[config.mk]
export PLATFORM = sky130hd
export DESIGN_NAME = button_debounce_press_classifier_core
export DESIGN_NICKNAME = d
export VERILOG_FILES = /design/src/rtl/bdpc_pkg.sv /design/src/rtl/bdpc_tracker.sv /design/src/rtl/button_debounce_press_classifier_core.sv
export SDC_FILE = /design/constraint.sdc
export NUM_CORES = 1
export LEC_CHECK = 0
export ABC_AREA = 1
export BUFFER_PORTS_ARGS = -buffer_cell sky130_fd_sc_hd__buf_4
export CAP_MARGIN = 25
export CORE_AREA = 2 2 191 193
export CTS_CLUSTER_DIAMETER = 120
export DETAILED_ROUTE_END_ITERATION = 12
export DIE_AREA = 0 0 193 195
export GPL_ROUTABILITY_DRIVEN = 0
export PLACE_DENSITY_LB_ADDON = 0.12
export SKIP_CTS_REPAIR_TIMING = 1
export SYNTH_ARGS = -nofsm -noshare
export SYNTH_HDL_FRONTEND = slang
export SYNTH_SLANG_ARGS = --single-unit
[constraint.sdc]
create_clock -name aclk -period 3 [get_ports aclk]
set_input_delay 0 -clock aclk [delete_from_list [all_inputs] [get_ports aclk]]
set_output_delay 0 -clock aclk [all_outputs]
set_load 0.01 [all_outputs]
[src/rtl/bdpc_pkg.sv]
// shared types and constants for the button debounce and press classifier
package bdpc_pkg;

    localparam int TIME_W     = 32;
    localparam int MS_CFG_W   = 16;
    localparam int CFG_IDX_W  = 8;
    localparam int CFG_DATA_W = 16;
    localparam int S_TDATA_W  = 40;
    localparam int M_TDATA_W  = 8;

    // configuration register indexes
    localparam logic [CFG_IDX_W-1:0] REG_ACTIVE_LEVEL   = 8'd0;
    localparam logic [CFG_IDX_W-1:0] REG_DEBOUNCE_MS    = 8'd1;
    localparam logic [CFG_IDX_W-1:0] REG_SHORT_PRESS_MS = 8'd2;
    localparam logic [CFG_IDX_W-1:0] REG_LONG_PRESS_MS  = 8'd3;

    // configuration reset values
    localparam logic                RST_ACTIVE_LEVEL   = 1'b0;
    localparam logic [MS_CFG_W-1:0] RST_DEBOUNCE_MS    = 16'd50;
    localparam logic [MS_CFG_W-1:0] RST_SHORT_PRESS_MS = 16'd100;
    localparam logic [MS_CFG_W-1:0] RST_LONG_PRESS_MS  = 16'd1000;

    typedef enum logic [1:0] {
        CLASS_NONE  = 2'd0,
        CLASS_SHORT = 2'd1,
        CLASS_LONG  = 2'd2
    } press_class_t;

    typedef struct packed {
        logic                active_level;
        logic [MS_CFG_W-1:0] debounce_ms;
        logic [MS_CFG_W-1:0] short_press_ms;
        logic [MS_CFG_W-1:0] long_press_ms;
    } cfg_t;

    typedef struct packed {
        logic         debounced_pressed;
        logic         press_event;
        logic         release_event;
        press_class_t press_class;
    } result_t;

    // true when a 32-bit time difference is strictly above a 16-bit limit
    function automatic logic exceeds(input logic [TIME_W-1:0] diff,
                                     input logic [MS_CFG_W-1:0] limit);
        return (|diff[TIME_W-1:MS_CFG_W]) || (diff[MS_CFG_W-1:0] > limit);
    endfunction

endpackage

[src/rtl/bdpc_tracker.sv]
// debounce state, press timing and classification for one sample a cycle while step_en is high
module bdpc_tracker
    import bdpc_pkg::*;
(
    input  logic              aclk,
    input  logic              aresetn,
    input  cfg_t              cfg,
    input  logic              step_en,
    input  logic              raw_level,
    input  logic [TIME_W-1:0] now_ms,
    output result_t           result
);

    logic              prev_sample_reg, prev_sample_next;
    logic [TIME_W-1:0] change_time_reg, change_time_next;
    logic              stable_state_reg, stable_state_next;
    logic [TIME_W-1:0] press_start_reg, press_start_next;

    logic              act;
    logic              changed;
    logic              flip;
    logic [TIME_W-1:0] elapsed;
    logic [TIME_W-1:0] press_len;

    always_comb begin
        act       = (raw_level == cfg.active_level);
        changed   = (act != prev_sample_reg);
        elapsed   = now_ms - change_time_reg;
        press_len = now_ms - press_start_reg;
        // a sample that changed the level restarts the timer at zero, so it never flips
        flip      = !changed && exceeds(elapsed, cfg.debounce_ms) && (act != stable_state_reg);

        prev_sample_next  = act;
        change_time_next  = changed ? now_ms : change_time_reg;
        stable_state_next = flip ? act : stable_state_reg;
        press_start_next  = (flip && act) ? now_ms : press_start_reg;

        result.debounced_pressed = stable_state_next;
        result.press_event       = flip && act;
        result.release_event     = flip && !act;
        result.press_class       = CLASS_NONE;
        if (flip && !act) begin
            priority if (exceeds(press_len, cfg.long_press_ms)) begin
                result.press_class = CLASS_LONG;
            end else if (exceeds(press_len, cfg.short_press_ms)) begin
                result.press_class = CLASS_SHORT;
            end else begin
                result.press_class = CLASS_NONE;
            end
        end
    end

    always_ff @(posedge aclk) begin
        if (!aresetn) begin
            prev_sample_reg  <= 1'b0;
            change_time_reg  <= '0;
            stable_state_reg <= 1'b0;
            press_start_reg  <= '0;
        end else if (step_en) begin
            prev_sample_reg  <= prev_sample_next;
            change_time_reg  <= change_time_next;
            stable_state_reg <= stable_state_next;
            press_start_reg  <= press_start_next;
        end
    end

endmodule

[src/rtl/button_debounce_press_classifier_core.sv]
// Button debouncer with short/long press classification. Each input transfer carries one pin
// sample and its millisecond timestamp and yields exactly one result transfer with the debounced
// state, press/release event flags and, on release, the press class. A sample passes an input
// register and then an output register whose valid flag drives m_tvalid, and one sample is
// taken every cycle unless the result side applies backpressure, which is the only limit on
// rate. Configuration is written through the cfg channel (always ready); the user must write
// it only while no sample is in flight, which the block itself does not enforce.
module button_debounce_press_classifier_core
    import bdpc_pkg::*;
(
    input  logic                  aclk,
    input  logic                  aresetn,
    // configuration write channel
    input  logic                  cfg_valid,
    output logic                  cfg_ready,
    input  logic [CFG_IDX_W-1:0]  cfg_index,
    input  logic [CFG_DATA_W-1:0] cfg_data,
    // sample stream
    input  logic                  s_tvalid,
    output logic                  s_tready,
    input  logic [S_TDATA_W-1:0]  s_tdata,   // [0] raw_level, [32:1] now_ms, rest zero
    // result stream
    output logic                  m_tvalid,
    input  logic                  m_tready,
    output logic [M_TDATA_W-1:0]  m_tdata    // [0] debounced_pressed, [1] press_event,
                                             // [2] release_event, [4:3] press_class, rest zero
);

    cfg_t              cfg_reg;
    logic              in_valid_reg;
    logic              in_raw_reg;
    logic [TIME_W-1:0] in_now_reg;
    logic              out_valid_reg;
    result_t           out_data_reg;
    result_t           step_result;
    logic              advance;
    logic              s_fire;

    assign cfg_ready = 1'b1;

    always_ff @(posedge aclk) begin
        if (!aresetn) begin
            cfg_reg.active_level   <= RST_ACTIVE_LEVEL;
            cfg_reg.debounce_ms    <= RST_DEBOUNCE_MS;
            cfg_reg.short_press_ms <= RST_SHORT_PRESS_MS;
            cfg_reg.long_press_ms  <= RST_LONG_PRESS_MS;
        end else if (cfg_valid) begin
            unique case (cfg_index)
                REG_ACTIVE_LEVEL:   cfg_reg.active_level   <= cfg_data[0];
                REG_DEBOUNCE_MS:    cfg_reg.debounce_ms    <= cfg_data;
                REG_SHORT_PRESS_MS: cfg_reg.short_press_ms <= cfg_data;
                REG_LONG_PRESS_MS:  cfg_reg.long_press_ms  <= cfg_data;
                default: begin
                end
            endcase
        end
    end

    // the held sample moves on when the output register is free or being drained
    assign advance  = in_valid_reg && (!out_valid_reg || m_tready);
    assign s_tready = !in_valid_reg || advance;
    assign s_fire   = s_tvalid && s_tready;

    always_ff @(posedge aclk) begin
        if (!aresetn) begin
            in_valid_reg  <= 1'b0;
            out_valid_reg <= 1'b0;
        end else begin
            if (s_fire) begin
                in_valid_reg <= 1'b1;
            end else if (advance) begin
                in_valid_reg <= 1'b0;
            end
            if (advance) begin
                out_valid_reg <= 1'b1;
            end else if (m_tready) begin
                out_valid_reg <= 1'b0;
            end
        end
    end

    always_ff @(posedge aclk) begin
        if (s_fire) begin
            in_raw_reg <= s_tdata[0];
            in_now_reg <= s_tdata[TIME_W:1];
        end
        if (advance) begin
            out_data_reg <= step_result;
        end
    end

    bdpc_tracker u_tracker (
        .aclk      (aclk),
        .aresetn   (aresetn),
        .cfg       (cfg_reg),
        .step_en   (advance),
        .raw_level (in_raw_reg),
        .now_ms    (in_now_reg),
        .result    (step_result)
    );

    assign m_tvalid = out_valid_reg;
    assign m_tdata  = {3'b000, out_data_reg.press_class, out_data_reg.release_event,
                       out_data_reg.press_event, out_data_reg.debounced_pressed};

endmodule

==> results of run 1 <==
synth_stat cells (all sizes together) (2+ instances only):
cell type / instances / share of area
and2: 6 / 0.0033
buf: 13 / 0.0097
a21boi: 3 / 0.0020
nor2: 193 / 0.065
inv: 317 / 0.11
nor4: 3 / 0.0017
or2: 2 / 0.0011
nand2: 468 / 0.16
a21o: 6 / 0.0040
ha: 110 / 0.12
o21bai: 3 / 0.0020
fa: 2 / 0.0036
o21ai: 93 / 0.041
clkbuf: 24 / 0.0080
o211ai: 14 / 0.0093
o31ai: 2 / 0.0013
edfxtp: 38 / 0.10
dfxtp: 117 / 0.21
conb: 2 / 0.00067
nand4: 18 / 0.010
nor3: 14 / 0.0076
a21oi: 146 / 0.065
xnor2: 4 / 0.0031
nand3b: 6 / 0.0040
xor2: 32 / 0.025
o21a: 6 / 0.0040
nand3: 62 / 0.029
kinds of logic (layout without fill, tap and decap cells):
group / Yosys count / in the layout / share of synthesized area
xor gates and xnor gates: 36 / 36 / 0.0280
buffers and inverters: 355 / 692 / 0.124
DFF: 155 / 155 / 0.309
AOI/OAI and AO/OA: 281 / 281 / 0.135
other: 2 / 5 / 0.000667
adders and majority gates: 112 / 112 / 0.126
and+or+nand+nor: 772 / 772 / 0.278
where the power goes:
group          internal [mW]  switching, mW
logic                  0.965           1.14
registers               2.21         0.0568
clock network           1.25           1.00
final timing paths:
path | cells past startpoint | slack [ns] | end
setup / recovery | 22 | -0.51 | u_tracker.press_start_reg[18]
hold / removal | 5 | 0.01 | cfg_reg[48]
setup reg to reg | 22 | -0.51 | u_tracker.press_start_reg[18]
hold reg to reg | 2 | 0.46 | u_tracker.change_time_reg[30]
worst max-delay path, cell delays in order (launching register included):
cell and delay [ns]:
edfxtp_1 0.42, buf_4 0.17, ha_4 0.26, or2_0 0.23, and2_4 0.19, nand2_4 0.06, nand3_4 0.08, xor2_2 0.18
ha_1 0.27, nand4_1 0.15, nor2_2 0.21, nand3_2 0.11, nand2_1 0.08, nand3_1 0.06, nor2_1 0.10, nand2_1 0.06
nor2_2 0.09, nand2_2 0.08, nand3_4 0.21, clkbuf_16 0.22, nand2_1 0.05, nand2_1 0.05, nor2_1 0.05
area by class of cell:
type	count	area [um^2]
diodes	1	2.50
clock buffers	22	485
clock inverters	10	104
fillers	3704	19700
inverters	318	1190
multi-input cells	1205	7090
flip-flops and latches	155	3480
well taps	461	577
repair buffers	342	2810
stage by stage:
step                instances   util  power, mW  hold slack (ns)
floorplan                1715      -       3.37           0.0989
global placement         2404  0.388       4.15            0.179
detailed placement       2404  0.388       4.16            0.179
CTS                      2436  0.404       6.43           -0.316
global route             2513  0.445       7.01           0.0520
finish                   2514  0.445       6.63           0.0106
per-layer routing:
| metal | up-vias | share of wire | global-route usage | wire length [um] |
|---|---|---|---|---|
| li1 | 6069 | - | - | - |
| met1 | 5359 | 0.48 | 0.263 | 18000 |
| met2 | 127 | 0.47 | 0.319 | 17400 |
| met3 | 34 | 0.028 | 0.0275 | 1030 |
| met4 | 0 | 0.020 | 0.0561 | 752 |
| met5 | - | 0 | 0 | 0 |
==> results.md, run 1 <==
- The aggregate global routing overflow is 0.
- Of all nets on the critical path, the largest fanout is 8.
- The number of rows created at floorplan is 69.
- During placement, the flow inserted port buffers numbering 68.
- The fraction of layout instances using a drive strength above 1 is 0.222.
- The total cell area at the placement stage is 0.0137 mm^2.
- Setup total negative slack on the finished layout was measured at -17.35 ns.
- The period utilization is 1.17.
- The per-cell via count in the routed design is 4.61.
- The peak supply drop is 0.411 mV.
- The routed design has 37100 um of wire.
- The number of different library cells in the post-synthesis netlist is 44.
- The final layout contains 2220 nets.
- The total clock sinks is 155.
- Leaving out fill and tap cells, the most frequent cell in the layout is nand2_1.
- STA classifies the critical path startpoint as a flop.
- The detailed-routing iteration count for the pre-antenna-repair pass is 5.
- The area of the core is 0.0354 mm^2.
- The die is 195 um tall.
- The number of global-route vias before repair came to 10860.
- The clock buffer count from CTS is 17.
- For the worst setup path, the data required time is 3.35 ns.
- For this design the top-level I/O count stands at 80.
- The clock tree from TritonCTS is yes.
- The run finished, with violations left.
- For this run, the leading register cell type out of synthesis is dfxtp_1.
- The number of antenna violations at the first check in global routing is 1.
- The flip-flop count of the largest register, all copies and words added is 49.
- The number of antenna-violating nets in the routed design is 0.
- STA classifies the critical path endpoint as a flop.
- Prior to clock tree synthesis, the placed netlist has a worst setup slack of -0.701 ns.
- The relative area change from synthesis to final layout is 39.8%.
- Setup repair after global routing could not meet its margin everywhere.
- The overall global routing resource usage is 0.194.
- The final number of hold-violating endpoints was 0.
- The floorplan step set the die width to 193 um.
- The path class of the lowest-slack min-delay path is in2reg.
- The number of register bits inferred by synthesis is 155.
- The global-route wire length before repair is 56200 um.
- The pin count of the biggest net entering global routing is 95.
- The total via count after detailed routing is 11589.
- In this run the most critical hold path is launched from cfg_valid.
- The peak clock frequency supported by timing is 285 MHz.
- The post-layout minimum cycle time is 3.51 ns.
- In the final routed layout, each cell accounts on average for 14.8 um.
- The worst setup slack after layout is -0.512 ns.
- The final clock skew is 0.0154 ns.
- In this run the power density over the cells is 421 mW/mm^2.
- The max-cap violation count is 0.
- The area of all placed cells without fillers is 0.0157 mm^2.
- The category of the most critical setup path is reg2reg.
- The final reports fail on negative setup slack.
- The tree is rooted in a clkbuf_16.
- The detailed router finished its first iteration with 519 violations.
- The total die area is 0.0376 mm^2.
- The HPWL after detailed placement is 28800 um.
- The number of H-tree levels is 4.
- The synthesized netlist occupies a cell area of 0.0113 mm^2.
- The share of the Yosys chip area taken by registers is 0.309.
- The worst slew slack as a fraction of its limit is 0.600.
- The count of yosys warnings during synthesis is 0.
- The source of the worst register-to-register timing path is in_now_reg[3].
- Setup violations remaining at the end of the flow were counted as 38.
- The synthesized design contains 38 enable-type register cells.
- The signal arrival time at the worst endpoint is 3.86 ns.
- The total DRC errors in the routed layout is 0.
- In this run the worst setup path begins at in_now_reg[3].
- The starting utilization of the core area is 0.318.
- The clock-pin slew on the worst setup and hold paths is 0.07 ns.
- The top cell types in the final layout, fill and taps aside, are 422 x nand2_1, 303 x inv_1, 272 x buf_4.
- The async set or reset register ratio after synthesis is 0.
- The worst-margin pin slew is 0.600 ns.
- The number of instances in the synthesized netlist is 1713.
- At the later pin of the worst-skew pair, clock insertion delay measures 0.47 ns.
- Counting along the longest clock path gives a buffer depth of 2.
- The per-instance average area after synthesis is 6.57 um^2.
- Summed over all cells, the static leakage comes to 7.62 nW.
- The number of slew-limit violations in the final report is 0.
No activity file was read; power rests on OpenSTA's default activity.
==> run 2, diff against run 1 <==
--- a/config.mk
+++ b/config.mk
@@ -8,13 +8,14 @@
 export ABC_AREA = 1
 export BUFFER_PORTS_ARGS = -buffer_cell sky130_fd_sc_hd__buf_4
 export CAP_MARGIN = 25
-export CORE_AREA = 2 2 191 193
+export CORE_AREA = 2 2 196 198
 export CTS_CLUSTER_DIAMETER = 120
 export DETAILED_ROUTE_END_ITERATION = 12
-export DIE_AREA = 0 0 193 195
+export DIE_AREA = 0 0 198 200
 export GPL_ROUTABILITY_DRIVEN = 0
 export PLACE_DENSITY_LB_ADDON = 0.12
 export SKIP_CTS_REPAIR_TIMING = 1
 export SYNTH_ARGS = -nofsm -noshare
 export SYNTH_HDL_FRONTEND = slang
+export SYNTH_HIERARCHICAL = 1
 export SYNTH_SLANG_ARGS = --single-unit
==> run 2 against run 1 <==
The flow finishes with violations (negative hold slack, negative setup slack); critical endpoint is now u_tracker/press_start_reg[27]; register-to-register slack lost 0.07 ns; clock skew is 0.0019 ns lower; first-iteration DRC count is 44% higher.
==> results.md, run 2 <==
- The length in cells of the worst reg-to-reg path is 25 (+14%).
- The biggest fanout along the worst timing path is 7 (-1).
- The flip-flop cell with the highest count after synthesis is dfxtp_1.
- Sorting the synthesized cells by area gives the leading types as dfxtp_1 20%, nand2_1 16%, ha_1 12%.
- The flip-flop count of the largest register, all copies and words added is 49 (unchanged).
- The overall routed net length is 40300 um (+8.6%).
- The total cell area at the placement stage is 0.0146 mm^2 (+6.5%).
- The max-cap violation count is 0 (unchanged).
- The count of yosys warnings during synthesis is 6 (+6).
- Grouping stages by cell kind, the critical path spends the most delay in simple AND/OR/NAND/NOR gates.
- The post-layout total power is 6.92 mW (+4.4%).
- The multi-input combinational cell area is 0.00762 mm^2 (+7.6%).
- The final clock skew is 0.0136 ns (-0.00187 ns).
- The aggregate global routing overflow is 0 (unchanged).
- The path class of the tightest hold or removal check is in2reg.
- The setup path with the least slack is of type reg2reg.
- The power share of the sequential group is 0.327 (-0.016).
- The cell chosen for the clock root is clkbuf_16.
- The total via count after detailed routing was 12460 (+7.5%).
- The switching share of power is 0.334 (+0.00195).
- The final reports fail on negative hold slack, negative setup slack.
- The async set or reset register ratio after synthesis is 0 (unchanged).
- The half-perimeter wire length after placement came to 31000 um (+7.7%).
- After synthesis, the most frequently instantiated cells are 519 x nand2_1, 327 x inv_1, 217 x nor2_1, 148 x a21oi_1, 126 x nand3_1.
- The worst-margin pin slew is 0.935 ns (+0.335 ns).
- Leaving out fill and tap cells, the most frequent cells in the layout are 454 x nand2_1, 322 x inv_1, 301 x buf_4.
- The number of antenna-violating nets in the routed design is 0 (unchanged).
- The clock buffer count from CTS is 17 (unchanged).
- The number of antenna repair diodes is 0 (-1).
- The final setup TNS came to -20.77 ns (-3.42 ns).
- The area of all placed cells without fillers was 0.0167 mm^2 (+6.2%).
- The per-cell via count in the routed design is 4.58 (-0.63%).
- The total DRC errors in the routed layout was 0 (unchanged).
- The final-stage net count came to 2377 (+7.1%).
- The per-instance average area after synthesis is 6.40 um^2 (-2.6%).
- The hold slack came to -0.0320 ns (-0.0426 ns).
- TritonCTS built the clock tree.
- The peak per-stage delay on the critical path was 0.49 ns (+0.07 ns).
- Summed over all instances, the cell type with the most area after synthesis is dfxtp_1.
- The number of global-route vias before repair is 11762 (+8.3%).
- The number of slew-limit violations in the final report is 0 (unchanged).
- The number of antenna violations at the first check in global routing is 0 (-1).
- The peak supply drop came to 0.270 mV (-34%).
- For hold timing, the worst endpoint is cfg_reg[11].
- The critical hold path startpoint is cfg_data[11].
- The total stage count of the critical path is 25 (+14%).
- The non-filler instance count after layout came to 2720 (+8.2%).
- The portion of synthesized cell area occupied by the leading cell type came to 0.197 (-0.0105).
- The fraction of power consumed by the clock network is 0.338 (about the same).
- The clock network latency to the later pin of the worst-skew pair is 0.45 ns (-0.02 ns).
- The proportion of power drawn by combinational gates is 0.335 (+0.017).
- The number of placed instances, taps included came to 2612 (+8.7%).
- The number of instances in the synthesized netlist is 1853 (+8.2%).
- The footprint of the flip-flops and latches was 0.00348 mm^2 (unchanged).
- The number of cells on the worst hold path was 5 (unchanged).
- The number of buffers added on ports was 68 (unchanged).
- The pin count of the biggest net entering global routing is 74 (-22%).
- The number of buffer and inverter instances along the worst setup path is 4 (+2).
- The fraction of layout instances using a drive strength above 1 is 0.236 (+0.0141).
- The maximum root-to-sink buffer count is 2 (unchanged).
- The final number of hold-violating endpoints is 2 (+2).
- The signal arrival time at the worst endpoint was 3.93 ns (+0.07 ns).
- The internal power is 4.61 mW (+4.1%).
- In this run the critical register-to-register path is launched from in_now_reg[6].
- Setup repair after global routing could not meet its margin everywhere.
- The capture instance of the worst register-to-register path is u_tracker/press_start_reg[27].
- The synthesized cell area is 0.0119 mm^2 (+5.3%).
- The static leakage is 8.21 nW (+7.8%).
- The final setup violation count is 38 (unchanged).
- The required arrival time at the worst endpoint is 3.34 ns (about the same).
- Among all cell types in the netlist, the one instantiated most often is nand2_1.
- The number of register bits inferred by synthesis was 155 (unchanged).
- The number of rows created at floorplan came to 71 (+2.9%).
- The number of H-tree levels is 4 (unchanged).
- The routed length per placed instance was 14.8 um (+0.35%).
- The detailed-routing iteration count for the pre-antenna-repair pass is 5 (unchanged).
- On the critical path, the stage with the largest delay is an instance of edfxtp_1.
- The total power per unit cell area came to 414 mW/mm^2 (-1.7%).
- STA classifies the critical path startpoint as a flop.
- The relative area change from synthesis to final layout is 40.9%.
- The number of different library cells in the post-synthesis netlist is 39 (-11%).
- The sequential share of the synthesized area is 0.294 (-0.0157).
- The starting utilization of the core area was 0.317 (-0.000981).
- The post-layout minimum cycle time was 3.59 ns (+0.0732 ns).
- The overall global routing resource usage is 0.200 (+0.00661).
- The run finished, with violations left.
- The total die area is 0.0396 mm^2 (+5.2%).
- The boundary pin count is 80 (unchanged).
- The horizontal die dimension came to 198 um (+2.6%).
- The global-route wire length before repair is 61200 um (+9.0%).
- The period utilization was 1.20 (+0.0244).
- The die boundary height is 200 um (+2.6%).
- STA classifies the critical path endpoint as a flop.
- The number of enable flip-flop cells after synthesis is 38 (unchanged).
- The switching component of the power came to 2.31 mW (+5.1%).
- The number of fillers in the final layout is 3914 (+5.7%).
- The area of the core is 0.0374 mm^2 (+5.7%).
- The clock-pin slew on the worst setup and hold paths is 0.07 ns (about the same).
- The commonest non-fill, non-tap cell in the layout is nand2_1.
- The peak clock frequency supported by timing is 279 MHz (-2.0%).
- The total clock sinks is 155 (unchanged).
- The worst setup slack after layout is -0.586 ns (-0.0732 ns).
- The worst slew slack as a fraction of its limit is 0.377 (-0.223).
- The register-to-register path setup slack is -0.59 ns (-0.07 ns).
- The starting DRC count in detailed routing was 748 (+44%).
-- run 2: changes by cell type after synthesis, moves of 11 or more --
cell	delta
nand3_1	+65
nand2_1	+53
o21ai_0	-34
nor2_1	+26
inv_1	+20
buf_2	+12
o211ai_1	-11
-- run 2: layout make-up --
cell class,count,area share
timing repair buffer,370,0.186
clock inverter,13,0.00891
tap,511,0.0383
multi-input combinational,1321,0.456
clock buffer,19,0.0284
sequential,155,0.208
inverter,331,0.0743
-- run 2: power by group through the flow --
| stage | sequential, mW | clock (mW) | combinational (mW) |
|---|---|---|---|
| finish | 2.26 | 2.34 | 2.32 |
| CTS | 2.26 | 2.39 | 2.08 |
| global placement | 2.31 | 0 | 2.06 |
| global route | 2.27 | 2.47 | 2.60 |
| floorplan | 2.30 | 0 | 1.18 |
| detailed placement | 2.31 | 0 | 2.07 |
-- run 2: worst max path at each step --
stage,from,to,slack [ns]
5_1_grt,in_now_reg[0],u_tracker/press_start_reg[16],-0.78
4_1_cts,in_now_reg[7],u_tracker/press_start_reg[10],-0.78
2_1_floorplan,in_now_reg[6],m_tdata[3],-0.02
3_3_place_gp,in_now_reg[7],u_tracker/press_start_reg[17],-0.64
6_report,in_now_reg[6],u_tracker/press_start_reg[27],-0.59
3_5_place_dp,in_now_reg[7],u_tracker/press_start_reg[10],-0.74
-- run 2: layer usage --
layer | vias to the layer above | share of wire | GRT usage
met1 | 5730 | 0.48 | 0.270
met4 | 0 | 0.018 | 0.0560
met2 | 177 | 0.48 | 0.339
met3 | 48 | 0.026 | 0.0242
li1 | 6505 | - | -
met5 | - | 0 | 0
-- run 2: kinds of logic (layout without fill, tap and decap cells) --
logic type | after synthesis | count (layout) | share of synthesized area
DFF | 155 | 155 | 0.294
other | 2 | 4 | 0.000633
AOI/OAI and AO/OA | 228 | 228 | 0.100
and+or+nand+nor | 939 | 939 | 0.330
buffers and inverters | 379 | 733 | 0.128
xor gates and xnor gates | 38 | 38 | 0.0281
adders and majority gates | 112 | 112 | 0.119
-- run 2: metrics by stage --
step,setup WS (ns),utilization
detailed placement,-0.740,0.391
global route,-0.784,0.447
floorplan,-0.0211,-
CTS,-0.779,0.408
global placement,-0.636,0.391
finish,-0.586,0.447
-- run 2: worst min-delay path: stages --
cell and delay, ns:
buf_4 0.08, inv_1 0.08, nand3_1 0.10, nand2_1 0.05, nor2_1 0.07
==> run 3, diff against run 2 <==
--- a/config.mk
+++ b/config.mk
@@ -6,12 +6,13 @@
 export NUM_CORES = 1
 export LEC_CHECK = 0
 export ABC_AREA = 1
+export ABC_CLOCK_PERIOD_IN_PS = 3000
 export BUFFER_PORTS_ARGS = -buffer_cell sky130_fd_sc_hd__buf_4
 export CAP_MARGIN = 25
-export CORE_AREA = 2 2 196 198
+export CORE_AREA = 2 2 166 168
 export CTS_CLUSTER_DIAMETER = 120
 export DETAILED_ROUTE_END_ITERATION = 12
-export DIE_AREA = 0 0 198 200
+export DIE_AREA = 0 0 168 170
 export GPL_ROUTABILITY_DRIVEN = 0
 export PLACE_DENSITY_LB_ADDON = 0.12
 export SKIP_CTS_REPAIR_TIMING = 1
==> run 3 against run 2 <==
The run ends with negative setup slack left; worst setup slack gained 0.14 ns; sequential power is essentially flat; core utilization grew 16 points; die area shrank 28%; non-clock buffer count shrank 14; clock-buffer cell count shrank 2; power shrank 3.2%; highest routed layer unchanged.
==> results.md, run 3 (same netlist as run 2, synthesis figures left out) <==
- The overall global routing resource usage is 0.251 (+0.0503).
- The number of antenna-violating nets in the routed design is 0 (unchanged).
- The detailed-routing iteration count for the pre-antenna-repair pass was 5 (unchanged).
- The power share of the sequential group is 0.337 (+0.010).
- The overall routed net length is 37500 um (-7.0%).
- The number of antenna repair diodes is 0 (unchanged).
- Setup repair after global routing could not meet its margin everywhere.
- The worst slew slack as a fraction of its limit is 0.326 (-0.0509).
- The number of cells on the worst hold path is 5 (unchanged).
- The aggregate global routing overflow is 0 (unchanged).
- The half-perimeter wire length after placement is 28600 um (-7.9%).
- The total via count after detailed routing is 12540 (+0.64%).
- The peak supply drop is 0.356 mV (+32%).
- The maximum root-to-sink buffer count came to 2 (unchanged).
- The global-route wire length before repair is 56700 um (-7.4%).
- The number of antenna violations at the first check in global routing is 0 (unchanged).
- The type of element capturing the critical path is a flop.
- The sort of element at the start of the critical path is a flop.
- The total clock sinks is 155 (unchanged).
- The library cells used most frequently in the layout, excluding fill and tap cells, are 477 x nand2_1, 323 x inv_1, 291 x buf_4.
- The fraction of power consumed by the clock network is 0.330 (-0.008).
- By startpoint and endpoint, the worst setup path is classified as reg2reg.
- The cell chosen for the clock root is clkbuf_16.
- The post-layout total power is 6.70 mW (-3.2%).
- The commonest non-fill, non-tap cell in the layout is nand2_1.
- The clock network latency to the later pin of the worst-skew pair is 0.44 ns (about the same).
- The peak clock frequency supported by timing is 290 MHz (+3.9%).
- The per-cell via count in the routed design is 4.94 (+7.9%).
- The hold slack is 0.0111 ns (+0.0431 ns).
- The final clock skew is 0.0180 ns (+0.00440 ns).
- The starting utilization of the core area is 0.445 (+0.128).
- TritonCTS built the clock tree.
- The total die area came to 0.0286 mm^2 (-28%).
- The proportion of power drawn by combinational gates was 0.333 (-0.002).
- The number of H-tree levels is 4 (unchanged).
- The period utilization is 1.15 (-0.0451).
- The pin count of the biggest net entering global routing was 65 (-12%).
- The total power per unit cell area is 414 mW/mm^2 (about the same).
- The flip-flop count of the largest register, all copies and words added is 49 (unchanged).
- The static leakage was 8.12 nW (-1.1%).
- The die boundary height is 170 um (-15%).
- The number of buffers added on ports is 68 (unchanged).
- The starting DRC count in detailed routing is 759 (+1.5%).
- The number of slew-limit violations in the final report came to 0 (unchanged).
- The switching component of the power is 2.34 mW (+1.2%).
- The length in cells of the worst reg-to-reg path is 26 (+4.0%).
- The fraction of layout instances using a drive strength above 1 is 0.218 (-0.0182).
- The run finished, with violations left.
- The clock-pin slew on the worst setup and hold paths is 0.08 ns (about the same).
- The worst setup slack after layout is -0.450 ns (+0.135 ns).
- The min-delay analysis places its worst path in the category in2reg.
- The final number of hold-violating endpoints came to 0 (-2).
- The switching share of power came to 0.349 (+0.0154).
- The max-cap violation count is 0 (unchanged).
- The required arrival time at the worst endpoint is 3.32 ns (-0.02 ns).
- The boundary pin count is 80 (unchanged).
- The relative area change from synthesis to final layout is 36.4%.
- The worst-margin pin slew is 1.01 ns (+0.0753 ns).
- The post-layout minimum cycle time was 3.45 ns (-0.135 ns).
- The number of rows created at floorplan is 60 (-15%).
- The final setup violation count is 38 (unchanged).
- The final-stage net count was 2364 (-0.55%).
- The signal arrival time at the worst endpoint is 3.77 ns (-0.16 ns).
- The number of global-route vias before repair is 11508 (-2.2%).
- The clock buffer count from CTS was 17 (unchanged).
- The biggest fanout along the worst timing path is 7 (unchanged).
- The checks that failed: negative setup slack.
- The setup slack after placement is -0.545 ns (+0.195 ns).
- The area of the core is 0.0267 mm^2 (-29%).
- The routed length per placed instance came to 14.8 um (-0.29%).
- The number of fillers in the final layout is 2484 (-37%).
- The horizontal die dimension was 168 um (-15%).
- The internal power is 4.36 mW (-5.5%).
- The total DRC errors in the routed layout came to 0 (unchanged).
[run 3: changes by cell type in the layout (fill, tap and decap cells not counted), sizes merged]
cell         previous run  this run
clkbuf                 25        22
buf                   313       302
dlygate4sd3            51        49
clkinv                  3         6
nand4                  22        23
bufinv                  2         0
inv                   338       339
[run 3: metal layers]
layer	part of all wire	up-vias	wire [um]	global-route usage
met4	0.018	0	665	0.0571
met2	0.47	275	17800	0.426
met1	0.46	5748	17300	0.337
met5	0	-	0	0
met3	0.045	46	1680	0.0374
li1	-	6471	-	-
[run 3: metrics by stage]
stage | instances | area [um^2] | setup TNS (ns) | utilization
floorplan | 1855 | 12000 | -0.0267 | -
global placement | 2426 | 14300 | -17.07 | 0.535
detailed placement | 2426 | 14300 | -18.54 | 0.535
CTS | 2458 | 14900 | -19.42 | 0.558
global route | 2537 | 16200 | -23.57 | 0.607
finish | 2537 | 16200 | -15.12 | 0.607
[run 3: area by class of cell]
class	count	area [um^2]	area share
Tap cell	341	427	0.0264
Clock inverter	15	178	0.0110
Inverter	331	1240	0.0768
Timing Repair Buffer	356	2960	0.183
Clock buffer	17	425	0.0263
Sequential cell	155	3480	0.215
Multi-Input combinational cell	1322	7460	0.461
[run 3: final timing paths]
path / endpoint / start / slack [ns]
setup / recovery: u_tracker/press_start_reg[17] / in_now_reg[2] / -0.45
hold / removal: cfg_reg[42] / cfg_data[10] / 0.01
setup reg to reg: u_tracker/press_start_reg[17] / in_now_reg[2] / -0.45
hold reg to reg: u_tracker/change_time_reg[19] / u_tracker/change_time_reg[19] / 0.46
[run 3: worst max-delay path, stage by stage (launching register included)]
cell	delay, ns
edfxtp_1	0.44
ha_4	0.27
nand2_2	0.07
nand2_2	0.06
inv_1	0.09
nand2_2	0.08
nand2_2	0.07
nand2_2	0.10
nand2_2	0.09
nand2_2	0.07
xor2_2	0.20
ha_4	0.29
nand4_1	0.10
nor2_1	0.17
nand3_1	0.11
nand2_1	0.08
nand3_1	0.06
nor2_1	0.10
nand2_1	0.06
nor2_2	0.12
nand2_4	0.11
nand4_4	0.09
buf_12	0.16
buf_12	0.14
nand2_1	0.05
nand2_1	0.06
nor2_1	0.05
[run 3: power groups by stage]
stage | clock network [mW] | logic (mW) | registers, mW
detailed placement | 0 | 1.99 | 2.31
floorplan | 0 | 1.18 | 2.30
CTS | 2.25 | 2.00 | 2.26
global placement | 0 | 1.96 | 2.30
finish | 2.21 | 2.23 | 2.26
global route | 2.32 | 2.49 | 2.27
